===== config.mk =====
export PLATFORM = sky130hd
export DESIGN_NAME = cleb_ctrl
export DESIGN_NICKNAME = d
export VERILOG_FILES = /design/src/rtl/core/cleb_pkg.sv /design/src/rtl/core/cleb_ctrl.sv
export VERILOG_INCLUDE_DIRS = /design/src /design/src/rtl/core
export SDC_FILE = /design/constraint.sdc
export NUM_CORES = 1
export LEC_CHECK = 0
export BUFFER_PORTS_ARGS = -buffer_cell sky130_fd_sc_hd__buf_2
export CAP_MARGIN = 15
export CORE_MARGIN = 3
export CORE_UTILIZATION = 35
export CTS_CLUSTER_DIAMETER = 120
export DETAILED_ROUTE_END_ITERATION = 12
export MAX_ROUTING_LAYER = met4
export PLACE_DENSITY = 0.62
export SKIP_CTS_REPAIR_TIMING = 1
export SLEW_MARGIN = 20
export SYNTH_ARGS = -nofsm -noshare
export SYNTH_HDL_FRONTEND = slang
export SYNTH_SLANG_ARGS = --single-unit

===== constraint.sdc =====
create_clock -name clock -period 3.4 [get_ports clock]
set_clock_uncertainty 0.2 [all_clocks]
set_input_delay 0.17 -clock clock [delete_from_list [all_inputs] [get_ports clock]]
set_output_delay 0.17 -clock clock [all_outputs]
set_load 0.1 [all_outputs]

===== src/rtl/core/cursor_line_edit_buffer_top_assert.svh =====
// Assertion macros shared by the line-edit buffer RTL.
// Depends on nothing; included by modules that carry assertions.
`ifndef CURSOR_LINE_EDIT_BUFFER_TOP_ASSERT_SVH
`define CURSOR_LINE_EDIT_BUFFER_TOP_ASSERT_SVH

// Same-cycle implication, ignored while reset is high.
`define CLEB_ASSERT_IMPLY(label, clk, rst, ante, cons, msg) \
   label: assert property (@(posedge clk) disable iff (rst) (ante) |-> (cons)) \
      else $error(msg);

// Next-cycle implication, ignored while reset is high.
`define CLEB_ASSERT_NEXT(label, clk, rst, ante, cons, msg) \
   label: assert property (@(posedge clk) disable iff (rst) (ante) |=> (cons)) \
      else $error(msg);

// Invariant that holds at every edge outside reset.
`define CLEB_ASSERT_ALWAYS(label, clk, rst, cond, msg) \
   label: assert property (@(posedge clk) disable iff (rst) (cond)) \
      else $error(msg);

`endif


===== src/rtl/core/cleb_pkg.sv =====
// Types and constants for the cursor line-edit buffer.
// No dependencies; used by cleb_ctrl and the top level.
package cleb_pkg;

   localparam int CAPACITY = 1024;
   localparam int ADDR_W   = $clog2(CAPACITY);
   localparam int LEN_W    = 11;
   localparam int CHAR_W   = 8;
   localparam int MODE_W   = 3;
   localparam int INDEX_W  = 10;

   typedef enum logic [MODE_W-1:0] {
      MODE_LEFT   = 3'd0,
      MODE_RIGHT  = 3'd1,
      MODE_BACK   = 3'd2,
      MODE_INSERT = 3'd3,
      MODE_READ   = 3'd4
   } mode_type;

   typedef enum logic [1:0] {
      STAT_DONE  = 2'd0,
      STAT_NOOP  = 2'd1,
      STAT_FULL  = 2'd2,
      STAT_RANGE = 2'd3
   } status_type;

   typedef enum logic [1:0] {
      SEL_NONE   = 2'd0,
      SEL_BEFORE = 2'd1,
      SEL_AFTER  = 2'd2
   } sel_type;

   typedef enum logic {
      CS_IDLE = 1'b0,
      CS_EXEC = 1'b1
   } ctrl_state_type;

   typedef struct packed {
      logic [MODE_W-1:0]  mode;
      logic [CHAR_W-1:0]  char_in;
      logic [INDEX_W-1:0] read_index;
   } req_type;

   typedef struct packed {
      logic [CHAR_W-1:0] char_out;
      logic [LEN_W-1:0]  text_length;
      logic [LEN_W-1:0]  cursor_pos;
      logic [1:0]        status;
   } rsp_type;

   typedef struct packed {
      logic              we;
      logic [ADDR_W-1:0] waddr;
      logic [CHAR_W-1:0] wdata;
      logic [ADDR_W-1:0] raddr;
   } ram_cmd_type;

endpackage


===== src/rtl/core/cleb_ctrl.sv =====
// Sequencer of the line-edit buffer: decodes a request, keeps the two stack
// counts, drives both stack RAMs and builds the response. Uses cleb_pkg and
// cursor_line_edit_buffer_top_assert.svh.
`include "cursor_line_edit_buffer_top_assert.svh"

module cleb_ctrl (
   input  logic                          clock,
   input  logic                          reset,
   input  logic                          start,
   input  cleb_pkg::req_type             req_data,
   output logic                          busy,
   output cleb_pkg::ram_cmd_type         bs_cmd,
   output cleb_pkg::ram_cmd_type         as_cmd,
   input  logic [cleb_pkg::CHAR_W-1:0]   bs_rdata,
   input  logic [cleb_pkg::CHAR_W-1:0]   as_rdata,
   output logic                          rsp_valid,
   output cleb_pkg::rsp_type             rsp_data
);

   localparam logic [cleb_pkg::LEN_W-1:0] CapLen = cleb_pkg::LEN_W'(cleb_pkg::CAPACITY);

   cleb_pkg::ctrl_state_type state_ff, state_in;
   logic [cleb_pkg::LEN_W-1:0]  bcnt_ff, bcnt_in;
   logic [cleb_pkg::LEN_W-1:0]  acnt_ff, acnt_in;
   cleb_pkg::sel_type           wsel_ff, wsel_in;
   cleb_pkg::sel_type           rsel_ff, rsel_in;
   logic                        wchar_ff, wchar_in;
   logic [cleb_pkg::CHAR_W-1:0] char_ff, char_in;
   logic [cleb_pkg::ADDR_W-1:0] waddr_ff, waddr_in;
   cleb_pkg::status_type        status_ff, status_in;
   logic                        rsp_valid_ff, rsp_valid_in;
   cleb_pkg::rsp_type           rsp_ff, rsp_in;

   logic [cleb_pkg::LEN_W-1:0]  len_w;
   logic [cleb_pkg::LEN_W-1:0]  idx_w;
   logic [cleb_pkg::CHAR_W-1:0] wdata_w;
   logic [cleb_pkg::CHAR_W-1:0] rd_char_w;

   assign len_w = bcnt_ff + acnt_ff;
   assign idx_w = cleb_pkg::LEN_W'(req_data.read_index);

   always_ff @(posedge clock) begin
      if (reset) begin
         state_ff     <= cleb_pkg::CS_IDLE;
         bcnt_ff      <= '0;
         acnt_ff      <= '0;
         rsp_valid_ff <= 1'b0;
      end else begin
         state_ff     <= state_in;
         bcnt_ff      <= bcnt_in;
         acnt_ff      <= acnt_in;
         rsp_valid_ff <= rsp_valid_in;
      end
   end

   always_ff @(posedge clock) begin
      wsel_ff   <= wsel_in;
      rsel_ff   <= rsel_in;
      wchar_ff  <= wchar_in;
      char_ff   <= char_in;
      waddr_ff  <= waddr_in;
      status_ff <= status_in;
      rsp_ff    <= rsp_in;
   end

   // Write data for a move comes straight from the other stack's read port.
   always_comb begin
      if (wchar_ff) begin
         wdata_w = char_ff;
      end else if (wsel_ff == cleb_pkg::SEL_BEFORE) begin
         wdata_w = as_rdata;
      end else begin
         wdata_w = bs_rdata;
      end
   end

   always_comb begin
      case (rsel_ff)
         cleb_pkg::SEL_BEFORE: rd_char_w = bs_rdata;
         cleb_pkg::SEL_AFTER:  rd_char_w = as_rdata;
         default:              rd_char_w = '0;
      endcase
   end

   always_comb begin
      state_in     = state_ff;
      bcnt_in      = bcnt_ff;
      acnt_in      = acnt_ff;
      wsel_in      = wsel_ff;
      rsel_in      = rsel_ff;
      wchar_in     = wchar_ff;
      char_in      = char_ff;
      waddr_in     = waddr_ff;
      status_in    = status_ff;
      rsp_valid_in = 1'b0;
      rsp_in       = rsp_ff;
      bs_cmd       = '0;
      as_cmd       = '0;

      unique case (state_ff)
         cleb_pkg::CS_IDLE: begin
            if (start) begin
               state_in  = cleb_pkg::CS_EXEC;
               wsel_in   = cleb_pkg::SEL_NONE;
               rsel_in   = cleb_pkg::SEL_NONE;
               wchar_in  = 1'b0;
               char_in   = req_data.char_in;
               waddr_in  = '0;
               status_in = cleb_pkg::STAT_DONE;
               unique case (req_data.mode)
                  cleb_pkg::MODE_LEFT: begin
                     if (bcnt_ff == '0 || acnt_ff >= CapLen) begin
                        status_in = cleb_pkg::STAT_NOOP;
                     end else begin
                        bs_cmd.raddr = cleb_pkg::ADDR_W'(bcnt_ff - 1'b1);
                        wsel_in      = cleb_pkg::SEL_AFTER;
                        waddr_in     = cleb_pkg::ADDR_W'(acnt_ff);
                        bcnt_in      = bcnt_ff - 1'b1;
                        acnt_in      = acnt_ff + 1'b1;
                     end
                  end
                  cleb_pkg::MODE_RIGHT: begin
                     if (acnt_ff == '0 || bcnt_ff >= CapLen) begin
                        status_in = cleb_pkg::STAT_NOOP;
                     end else begin
                        as_cmd.raddr = cleb_pkg::ADDR_W'(acnt_ff - 1'b1);
                        wsel_in      = cleb_pkg::SEL_BEFORE;
                        waddr_in     = cleb_pkg::ADDR_W'(bcnt_ff);
                        acnt_in      = acnt_ff - 1'b1;
                        bcnt_in      = bcnt_ff + 1'b1;
                     end
                  end
                  cleb_pkg::MODE_BACK: begin
                     if (bcnt_ff == '0) begin
                        status_in = cleb_pkg::STAT_NOOP;
                     end else begin
                        bcnt_in = bcnt_ff - 1'b1;
                     end
                  end
                  cleb_pkg::MODE_INSERT: begin
                     if (len_w >= CapLen) begin
                        status_in = cleb_pkg::STAT_FULL;
                     end else begin
                        wsel_in  = cleb_pkg::SEL_BEFORE;
                        wchar_in = 1'b1;
                        waddr_in = cleb_pkg::ADDR_W'(bcnt_ff);
                        bcnt_in  = bcnt_ff + 1'b1;
                     end
                  end
                  cleb_pkg::MODE_READ: begin
                     if (idx_w < bcnt_ff) begin
                        bs_cmd.raddr = cleb_pkg::ADDR_W'(idx_w);
                        rsel_in      = cleb_pkg::SEL_BEFORE;
                     end else if (idx_w < len_w) begin
                        // after stack is stored top-last: position maps downward
                        as_cmd.raddr = cleb_pkg::ADDR_W'(len_w - idx_w - 1'b1);
                        rsel_in      = cleb_pkg::SEL_AFTER;
                     end else begin
                        status_in = cleb_pkg::STAT_RANGE;
                     end
                  end
                  default: begin
                     status_in = cleb_pkg::STAT_NOOP;
                  end
               endcase
            end
         end
         cleb_pkg::CS_EXEC: begin
            state_in     = cleb_pkg::CS_IDLE;
            bs_cmd.we    = (wsel_ff == cleb_pkg::SEL_BEFORE);
            bs_cmd.waddr = waddr_ff;
            bs_cmd.wdata = wdata_w;
            as_cmd.we    = (wsel_ff == cleb_pkg::SEL_AFTER);
            as_cmd.waddr = waddr_ff;
            as_cmd.wdata = wdata_w;
            rsp_valid_in = 1'b1;
            rsp_in.char_out    = rd_char_w;
            rsp_in.text_length = len_w;
            rsp_in.cursor_pos  = bcnt_ff;
            rsp_in.status      = status_ff;
         end
         default: begin
            state_in = cleb_pkg::CS_IDLE;
         end
      endcase
   end

   assign busy      = (state_ff == cleb_pkg::CS_EXEC);
   assign rsp_valid = rsp_valid_ff;
   assign rsp_data  = rsp_ff;

   `CLEB_ASSERT_NEXT(a_accept_to_exec, clock, reset, start && !busy, state_ff == cleb_pkg::CS_EXEC, "accepted beat did not enter execute")
   `CLEB_ASSERT_NEXT(a_exec_to_rsp, clock, reset, state_ff == cleb_pkg::CS_EXEC, rsp_valid_ff, "execute cycle gave no response beat")
   `CLEB_ASSERT_IMPLY(a_one_write, clock, reset, bs_cmd.we || as_cmd.we, !(bs_cmd.we && as_cmd.we) && busy, "stack write outside execute or to both stacks")
   `CLEB_ASSERT_ALWAYS(a_len_cap, clock, reset, ({1'b0, bcnt_ff} + {1'b0, acnt_ff}) <= {1'b0, CapLen}, "text length above capacity")

endmodule


# ---- After elaboration in Yosys (flattened, before gate mapping)
# Cells that the tools add are included.
dict set report classes {
  add_sub_neg 7
  n_lt_le_gt_ge 5
  eq_ne 12
  n_mux 45
  bitwise 2
  reduce_logical 11
}
# cell n
set ops {}
lappend ops {{10-bit 2-to-1 mux} 12}
lappend ops {{11-bit 2-to-1 mux} 6}
lappend ops {{11-bit one-hot mux with 4 select lines} 1}
lappend ops {{10-bit one-hot mux with 2 select lines} 2}
lappend ops {{19-bit 2-to-1 mux} 2}
lappend ops {{11-bit >= comparator, second input constant} 3}
lappend ops {{10-bit one-hot mux with 3 select lines} 1}
lappend ops {{11-bit by 1-bit adder with 11-bit output, second input constant} 2}
lappend ops {{11-bit logical NOT} 2}
lappend ops {{10-bit by 11-bit < comparator with 1-bit output} 2}
lappend ops {{11-bit one-hot mux with 2 select lines} 1}
lappend ops {{11-bit by 1-bit subtractor with 11-bit output, second input constant} 2}
lappend ops {{8-bit 2-to-1 mux} 2}
lappend ops {{8-bit one-hot mux with 2 select lines} 1}
lappend ops {{11-bit adder} 1}
lappend ops {{2-bit 2-to-1 mux} 5}
lappend ops {{2-bit one-hot mux with 5 select lines} 1}
lappend ops {{10-bit by 1-bit subtractor with 10-bit output, second input constant} 1}
lappend ops {{10-bit subtractor} 1}
lappend ops {{1-bit 2-to-1 mux} 9}
lappend ops {{2-bit != test, second input constant} 4}
lappend ops {{7-bit AND reduction} 1}
lappend ops {{3-bit by 2-bit equality test with 1-bit output, second input constant} 2}
lappend ops {{2-bit one-hot mux with 3 select lines} 1}
lappend ops {{other kinds (13)} 17}
dict set report word_totals {
  reg_bits 81
  in_bits 40
  out_inout_bits 92
  wordCells 97
}

# ---- Depth between registers and ports, before layout
# Gate-level depths: netlist (run 1).
dict set report depth {
  word_depth 8
  depth_mapped 15
  depth_no_buf 14
}

# ---- Least setup slack after synthesis (run 1)
# OpenSTA, ideal clock, no wires.
dict set report synth_timing {
  path_type {flip-flop to output port}
  start {register bcnt_ff[0] (netlist name)}
  end {output port as_cmd[8] (netlist name)}
  t_arrival_ns 5.214
  slack_ns -2.184
  path_stages_with_launch 15
  cell_sequence {dfxtp_1 > ha_1 > fa_1 > a21oi_1 > nor2b_1 > nor2_1 > xor2_1 > inv_1 > ha_1 > a21o_1 > a221oi_1 > o21bai_1 > a21oi_1 > xor2_1 > o32ai_1}
}
# element line_no
set synth_rtl {}
lappend synth_rtl {{start, declared} cleb_ctrl.sv:23} ;# logic [cleb_pkg::LEN_W-1:0] bcnt_ff, bcnt_in;
lappend synth_rtl {{start signal, assigned} cleb_ctrl.sv:50} ;# bcnt_ff <= bcnt_in;
lappend synth_rtl {{end, declared} cleb_ctrl.sv:13} ;# output cleb_pkg::ram_cmd_type as_cmd,

==> run metrics, run 1 <==
status=finished with violations; failing checks=negative hold slack, negative setup slack; DPL Wire Length=roughly 14 mm; period utilisation layout=114%; setup_tns=-4.16 ns; routed vias=5487; maximum VDD drop=0.000235 V; initial core utilization=36.4%; Slew @ Worst Pin=1.03 ns; number of global-route vias before repair=5099; Int Pwr=~2.2 mW; total CTS buffers=9; fmax=roughly 260 MHz; Avg Inst Size Synth=9.41 sq um; clock sink total=81; Layout Cells excl Fill=about 1000; Final ANT Viol Nets=0; final setup fails=10; Crit Path Category=reg -> out; Finished Core Util=49.6%; synth-to-layout area growth=36.5%; Clk Latency, worst-skew pair=about 0.34 ns; power density cells=425 mW/mm^2; post-layout worst setup margin=-0.468 ns; DR WL met3=1.14 mm; Worst-path clk slew=approximately 0.060 ns; Sw Ratio=37.9%; Critical Path End Type=output pin; Gate power share=39.5%; Synth Register Bits=81; global-route wire length before repair=28.6 mm; fraction of registers with async set or reset after synthesis=0%; Top Metal Used=met4; met2 WL=8.10 mm; CTS tree=built; Max Fanout on Critical Path=4; critical path cell sequence=ha_4, fa_2, a21oi_4, o21ai_1, a21oi_1, xnor2_1, ha_1, a21oi_2, o21ai_1, a31o_2, a21oi_4, xor2_2, o32ai_4, buf_12; Die Ht=138 microns; diode count=0; Buffers on Ports=131; Worst path max stage delay=0.36 ns; Max Slew Vio Count=0; Mapped Cells=652; CTS root buf=clkbuf_16; max cap viols=0; unrepaired setup endpoints after global routing=true; share of cells above drive strength 1=a little over a third; clock share of power=around 28%; Worst Setup Start Kind=register; Via density=5.26; die area=0.0192 sq mm; number of fill cells in the layout=1596; initial antenna violation count=0; clk buf depth=2; synth unique cells=74; CTS H-tree depth=3; drt pass-1 iters=5; main flop type after synthesis=edfxtp_1; Flop pwr share=32.5%; Fin. Hold Viols=6; min Tclk post-route=3.87 ns; Lkg Pwr=3.50 nW; Post-Place Cells=1008; Fin Hold WS=-0.0415 ns; row count=47; gpl congestion=0.870; wl on met1=just under 9 mm; commonest non-fill, non-tap cells in the layout=buf_2, buf_4, nor2_1, edfxtp_1, ha_1; yosys warns=0; pre-CTS WS=-0.133 ns; drt first-iter violations=about 400; Critical Path AT=3.50 ns; WL/cell=17.6 microns; Worst slew margin=about 31%; most common cell after layout, fill and taps aside=buf_2; Residual DRC=0; largest net degree at the start of global routing=55; number of synthesized flops with an enable pin=57; Core ar.=around 0.017 sq mm; register area share after synthesis=between 30% and 40%; net switching power=1.35 mW; Post-Syn Nets=736; die width=138 microns; GR Overflow Total=0; Critical-path top delay cell=fa_2; Total Wirelength=18.4 mm; I/O Pins=132; Netlist Area Pre-Place=about 0.006 sq mm; Total GRT Usage=19.1%; Tot Pwr=between 3 and 4 mW; class of the worst hold path=in -> reg; nets@finish=~900; Worst Path Required=3.03 ns
[power groups by stage]
stage,Clock [mW],Sequential [mW],Combinational [mW]
floorplan,0,1.33,0.836
global placement,0,1.17,1.32
detailed placement,0,1.18,1.33
CTS,1.02,1.16,1.33
global route,1.06,1.16,1.51
finish,0.996,1.16,1.41
[stage by stage]
| step | hold slack [ns] | cell area [sq um] |
|---|---|---|
| CTS | -0.215 | 8110 |
| floorplan | 0.0689 | 6430 |
| detailed placement | 0.149 | 7800 |
| finish | -0.0415 | 8380 |
| global placement | 0.148 | 7800 |
| global route | 0.000234 | 8380 |
[area by class of cell]
class / count / area, sq um / share of cell area [%]
multi-input combinational: 476 / 3800 / 45.4
clock inverter: 5 / 62.6 / 0.747
clock buffer: 11 / 243 / 2.90
timing repair buffer: 214 / 1650 / 19.7
sequential: 81 / 2200 / 26.3
inverter: 36 / 139 / 1.66
tap: 220 / 275 / 3.29
[registers in the layout (all words and copies together), names as in the netlist]
| signal | flops |
|---|---|
| rsp_data | 32 |
| acnt_ff | 11 |
| bcnt_ff | 11 |
| waddr_ff | 10 |
| char_ff | 8 |
| rsel_ff | 2 |
| status_ff | 2 |
| wsel_ff | 2 |
| busy | 1 |
| rsp_valid | 1 |
| wchar_ff | 1 |
[metal layers]
layer	up-vias	global-route usage (%)
met3	23	4.45
li1	2678	-
met4	0	4.99
met1	2586	26.2
met2	200	28.6
met5	-	-
[worst max-delay path, delay by kind of cell (launching register included)]
kind	cells	cell delay [ns]
XOR/XNOR	2	0.29
buffers and inverters	1	0.21
flip-flops	1	0.35
AO/OA/AOI/OAI	8	1.44
adder cells (fa/ha/maj)	3	0.84
[synthesized netlist by cell type, types with 15 or more instances]
master / instances / area [sq um]
xnor2_1: 27 / 236
and2_1: 21 / 131
edfxtp_1: 57 / 1710
inv_1: 36 / 135
nor2_1: 72 / 270
buf_2: 20 / 100
a22oi_1: 19 / 143
xor2_1: 15 / 131
o21ai_0: 22 / 110
dfxtp_1: 24 / 480
ha_1: 42 / 526
nand2_1: 35 / 131
a21oi_1: 39 / 195
buf_4: 19 / 143
[logic make-up after synthesis]
family	synth area share, %
and+or+nand+nor	19.5
AOI/OAI and AO/OA	17.5
buffers and inverters	8.03
DFF	35.7
adders and majority gates	9.22
xor gates and xnor gates	5.99
muxes	3.98
[final timing paths]
check,startpoint,end,slack (ns),cells after the start
max,bcnt_ff[0],as_cmd[9],-0.47,14
min,as_rdata[5],rsp_data[29],-0.04,3
max reg2reg,bcnt_ff[0],rsel_ff[1],0.01,16
min reg2reg,status_ff[0],rsp_data[0],0.23,0
Power figures use the tool's default switching activity.
==> run 2: changes to the inputs <==
- MAX_ROUTING_LAYER: met4 -> not set
- clock period: 3.4 -> 3.5 ns (I/O delays scaled with it)
==> run 2 against run 1 <==
Critical path depth is 1 higher. The flow still finishes with violations (negative hold slack, negative setup slack). Power is 4.1% lower. Wire length is 2.3% lower. Core utilization is 0.76 points lower. Register-to-register slack better by 0.02 ns. First-iteration DRC count is 12% lower.
==> run metrics, run 2 (same netlist as run 1, synthesis figures left out) <==
worst reg2reg path startpoint=bcnt_ff[0]; max reg flops=32 (unchanged); WL/cell=17.4 microns (-1.3%); critical path cell sequence=ha_4, fa_2, a21oi_4, o21ai_1, a21oi_2, xnor2_2, inv_1, ha_2, a211oi_2, a31oi_1, o2111ai_1, a21oi_2, buf_12, o32ai_4, buf_12; routed vias=5384 (-1.9%); Worst slew margin=33.0% (+2.0 points); Worst Setup Start Kind=register; Slew @ Worst Pin=0.998 ns (-0.0294 ns); Layout Cells excl Fill=1032 (-1.1%); row count=47 (unchanged); dpl cell area=0.00769 sq mm (-1.4%); commonest non-fill, non-tap cells in the layout=buf_2, nor2_1, edfxtp_1, buf_4, ha_1; Fin Hold WS=-0.0219 ns (+0.0196 ns); clk buf depth=2 (unchanged); gpl congestion=0.935 (+7.4%); die width=138 microns (unchanged); final setup fails=10 (unchanged); drt first-iter violations=343 (-12%); Flop pwr share=32.8% (+0.3 points); share of cells above drive strength 1=34.6% (-1.0 points); synth-to-layout area growth=34.4%; class of the worst hold path=in -> reg; Max Fanout on Critical Path=11 (+7); diode count=0 (unchanged); CTS H-tree depth=3 (unchanged); reg2reg path depth=15 (-1); initial antenna violation count=0 (unchanged); drt pass-1 iters=5 (unchanged); Int Pwr=2.10 mW (-5.1%); Critical Path AT=3.50 ns (about the same); power density cells=413 mW/mm^2 (-2.6%); most common cell after layout, fill and taps aside=buf_2; Lkg Pwr=3.45 nW (-1.4%); Post-Place Cells=994 (-1.4%); Die Ht=138 microns (unchanged); number of global-route vias before repair=4868 (-4.5%); total CTS buffers=9 (unchanged); Total Wirelength=18.0 mm (-2.3%); FF-to-FF End=status_ff[1]; GR Overflow Total=0 (unchanged); period utilisation layout=111%; Worst Path Required=3.12 ns (+0.09 ns); largest net degree at the start of global routing=55 (unchanged); DPL Wire Length=13.9 mm (-1.4%); max cap viols=0 (unchanged); initial core utilization=36.4% (unchanged); Worst-path clk slew=0.07 ns (about the same); maximum VDD drop=0.000245 V (+3.9%); Max Slew Vio Count=0 (unchanged); Crit Path Category=reg -> out; net switching power=1.31 mW (-2.5%); Critical Path End Type=output pin; Worst path max stage delay=0.37 ns (about the same); clock sink total=81 (unchanged); fmax=258 MHz; CTS tree=built; r2r setup slk=0.03 ns (+0.02 ns); Total GRT Usage=18.0% (-1.1 points); clock share of power=28.9% (+0.9 points); min Tclk post-route=3.88 ns; unrepaired setup endpoints after global routing=true; Clk Latency, worst-skew pair=0.35 ns (about the same); worst path buffer plus inverter count=3 (+2); Fin. Hold Viols=4 (-2); CTS root buf=clkbuf_16; Final ANT Viol Nets=0 (unchanged); Residual DRC=0 (unchanged); CP Launch Point=bcnt_ff[0]; Via density=5.22 (-0.83%); I/O Pins=132 (unchanged); post-layout worst setup margin=-0.378 ns (+0.0893 ns); Cells on Worst Hold Path=3 (unchanged); Buffers on Ports=131 (unchanged); die area=0.0192 sq mm (unchanged); final instance area=0.00825 sq mm (-1.5%); WHS Endpoint=rsp_data[29]; nets@finish=891 (-1.2%); failing checks=negative hold slack, negative setup slack; Sw Ratio=38.5% (+0.63 points); Hold Path Origin=as_rdata[5]; Critical-path top delay cell=fa_2; pre-CTS WS=-0.0542 ns (+0.0792 ns); Finished Core Util=48.9% (-0.76 points); Core ar.=0.0169 sq mm (unchanged); global-route wire length before repair=27.6 mm (-3.5%); status=finished with violations; Gate power share=38.2% (-1.3 points); Top delay family on crit path=compound AO/OA/AOI/OAI gates
[run 2: power groups by stage]
stage / combinational (mW) / clock, mW / sequential (mW)
6_report: 1.30 / 0.986 / 1.12
5_1_grt: 1.39 / 1.06 / 1.13
4_1_cts: 1.27 / 1.01 / 1.12
3_5_place_dp: 1.26 / 0 / 1.14
3_3_place_gp: 1.26 / 0 / 1.14
2_1_floorplan: 0.812 / 0 / 1.29
[run 2: final cells by class]
class	instances	area, sq um
repair buffers	203	1550
clock inverters	7	83.8
well taps	220	275
multi-input cells	476	3770
flip-flops and latches	81	2200
clock buffers	9	225
inverters	36	139
fillers	1552	8630
[run 2: how the worst max path moves through the flow]
stage,end,slack (ns),cells past startpoint
finish,as_cmd[7],-0.38,15
global route,as_cmd[8],-0.60,15
CTS,as_cmd[9],-0.44,14
detailed placement,as_cmd[9],-0.05,14
global placement,as_cmd[9],0.01,14
floorplan,as_cmd[8],-0.28,14
[run 2: per-layer routing]
metal	global-route usage, %	vias up	routed length (microns)
met2	27.1	185	7970
met3	3.69	22	1040
met5	0	-	0
li1	-	2661	-
met4	4.32	0	274
met1	26.6	2516	8670
[run 2: worst min-delay path, stage by stage]
cell,delay (ns)
buf_2,0.09
a22oi_1,0.06
nor2_1,0.08
[run 2: metrics by stage]
stage | setup TNS [ns] | power, mW
2_1_floorplan | -2.23 | 2.11
3_3_place_gp | 0 | 2.40
3_5_place_dp | -0.131 | 2.40
4_1_cts | -4.02 | 3.40
5_1_grt | -5.84 | 3.58
6_report | -3.69 | 3.41
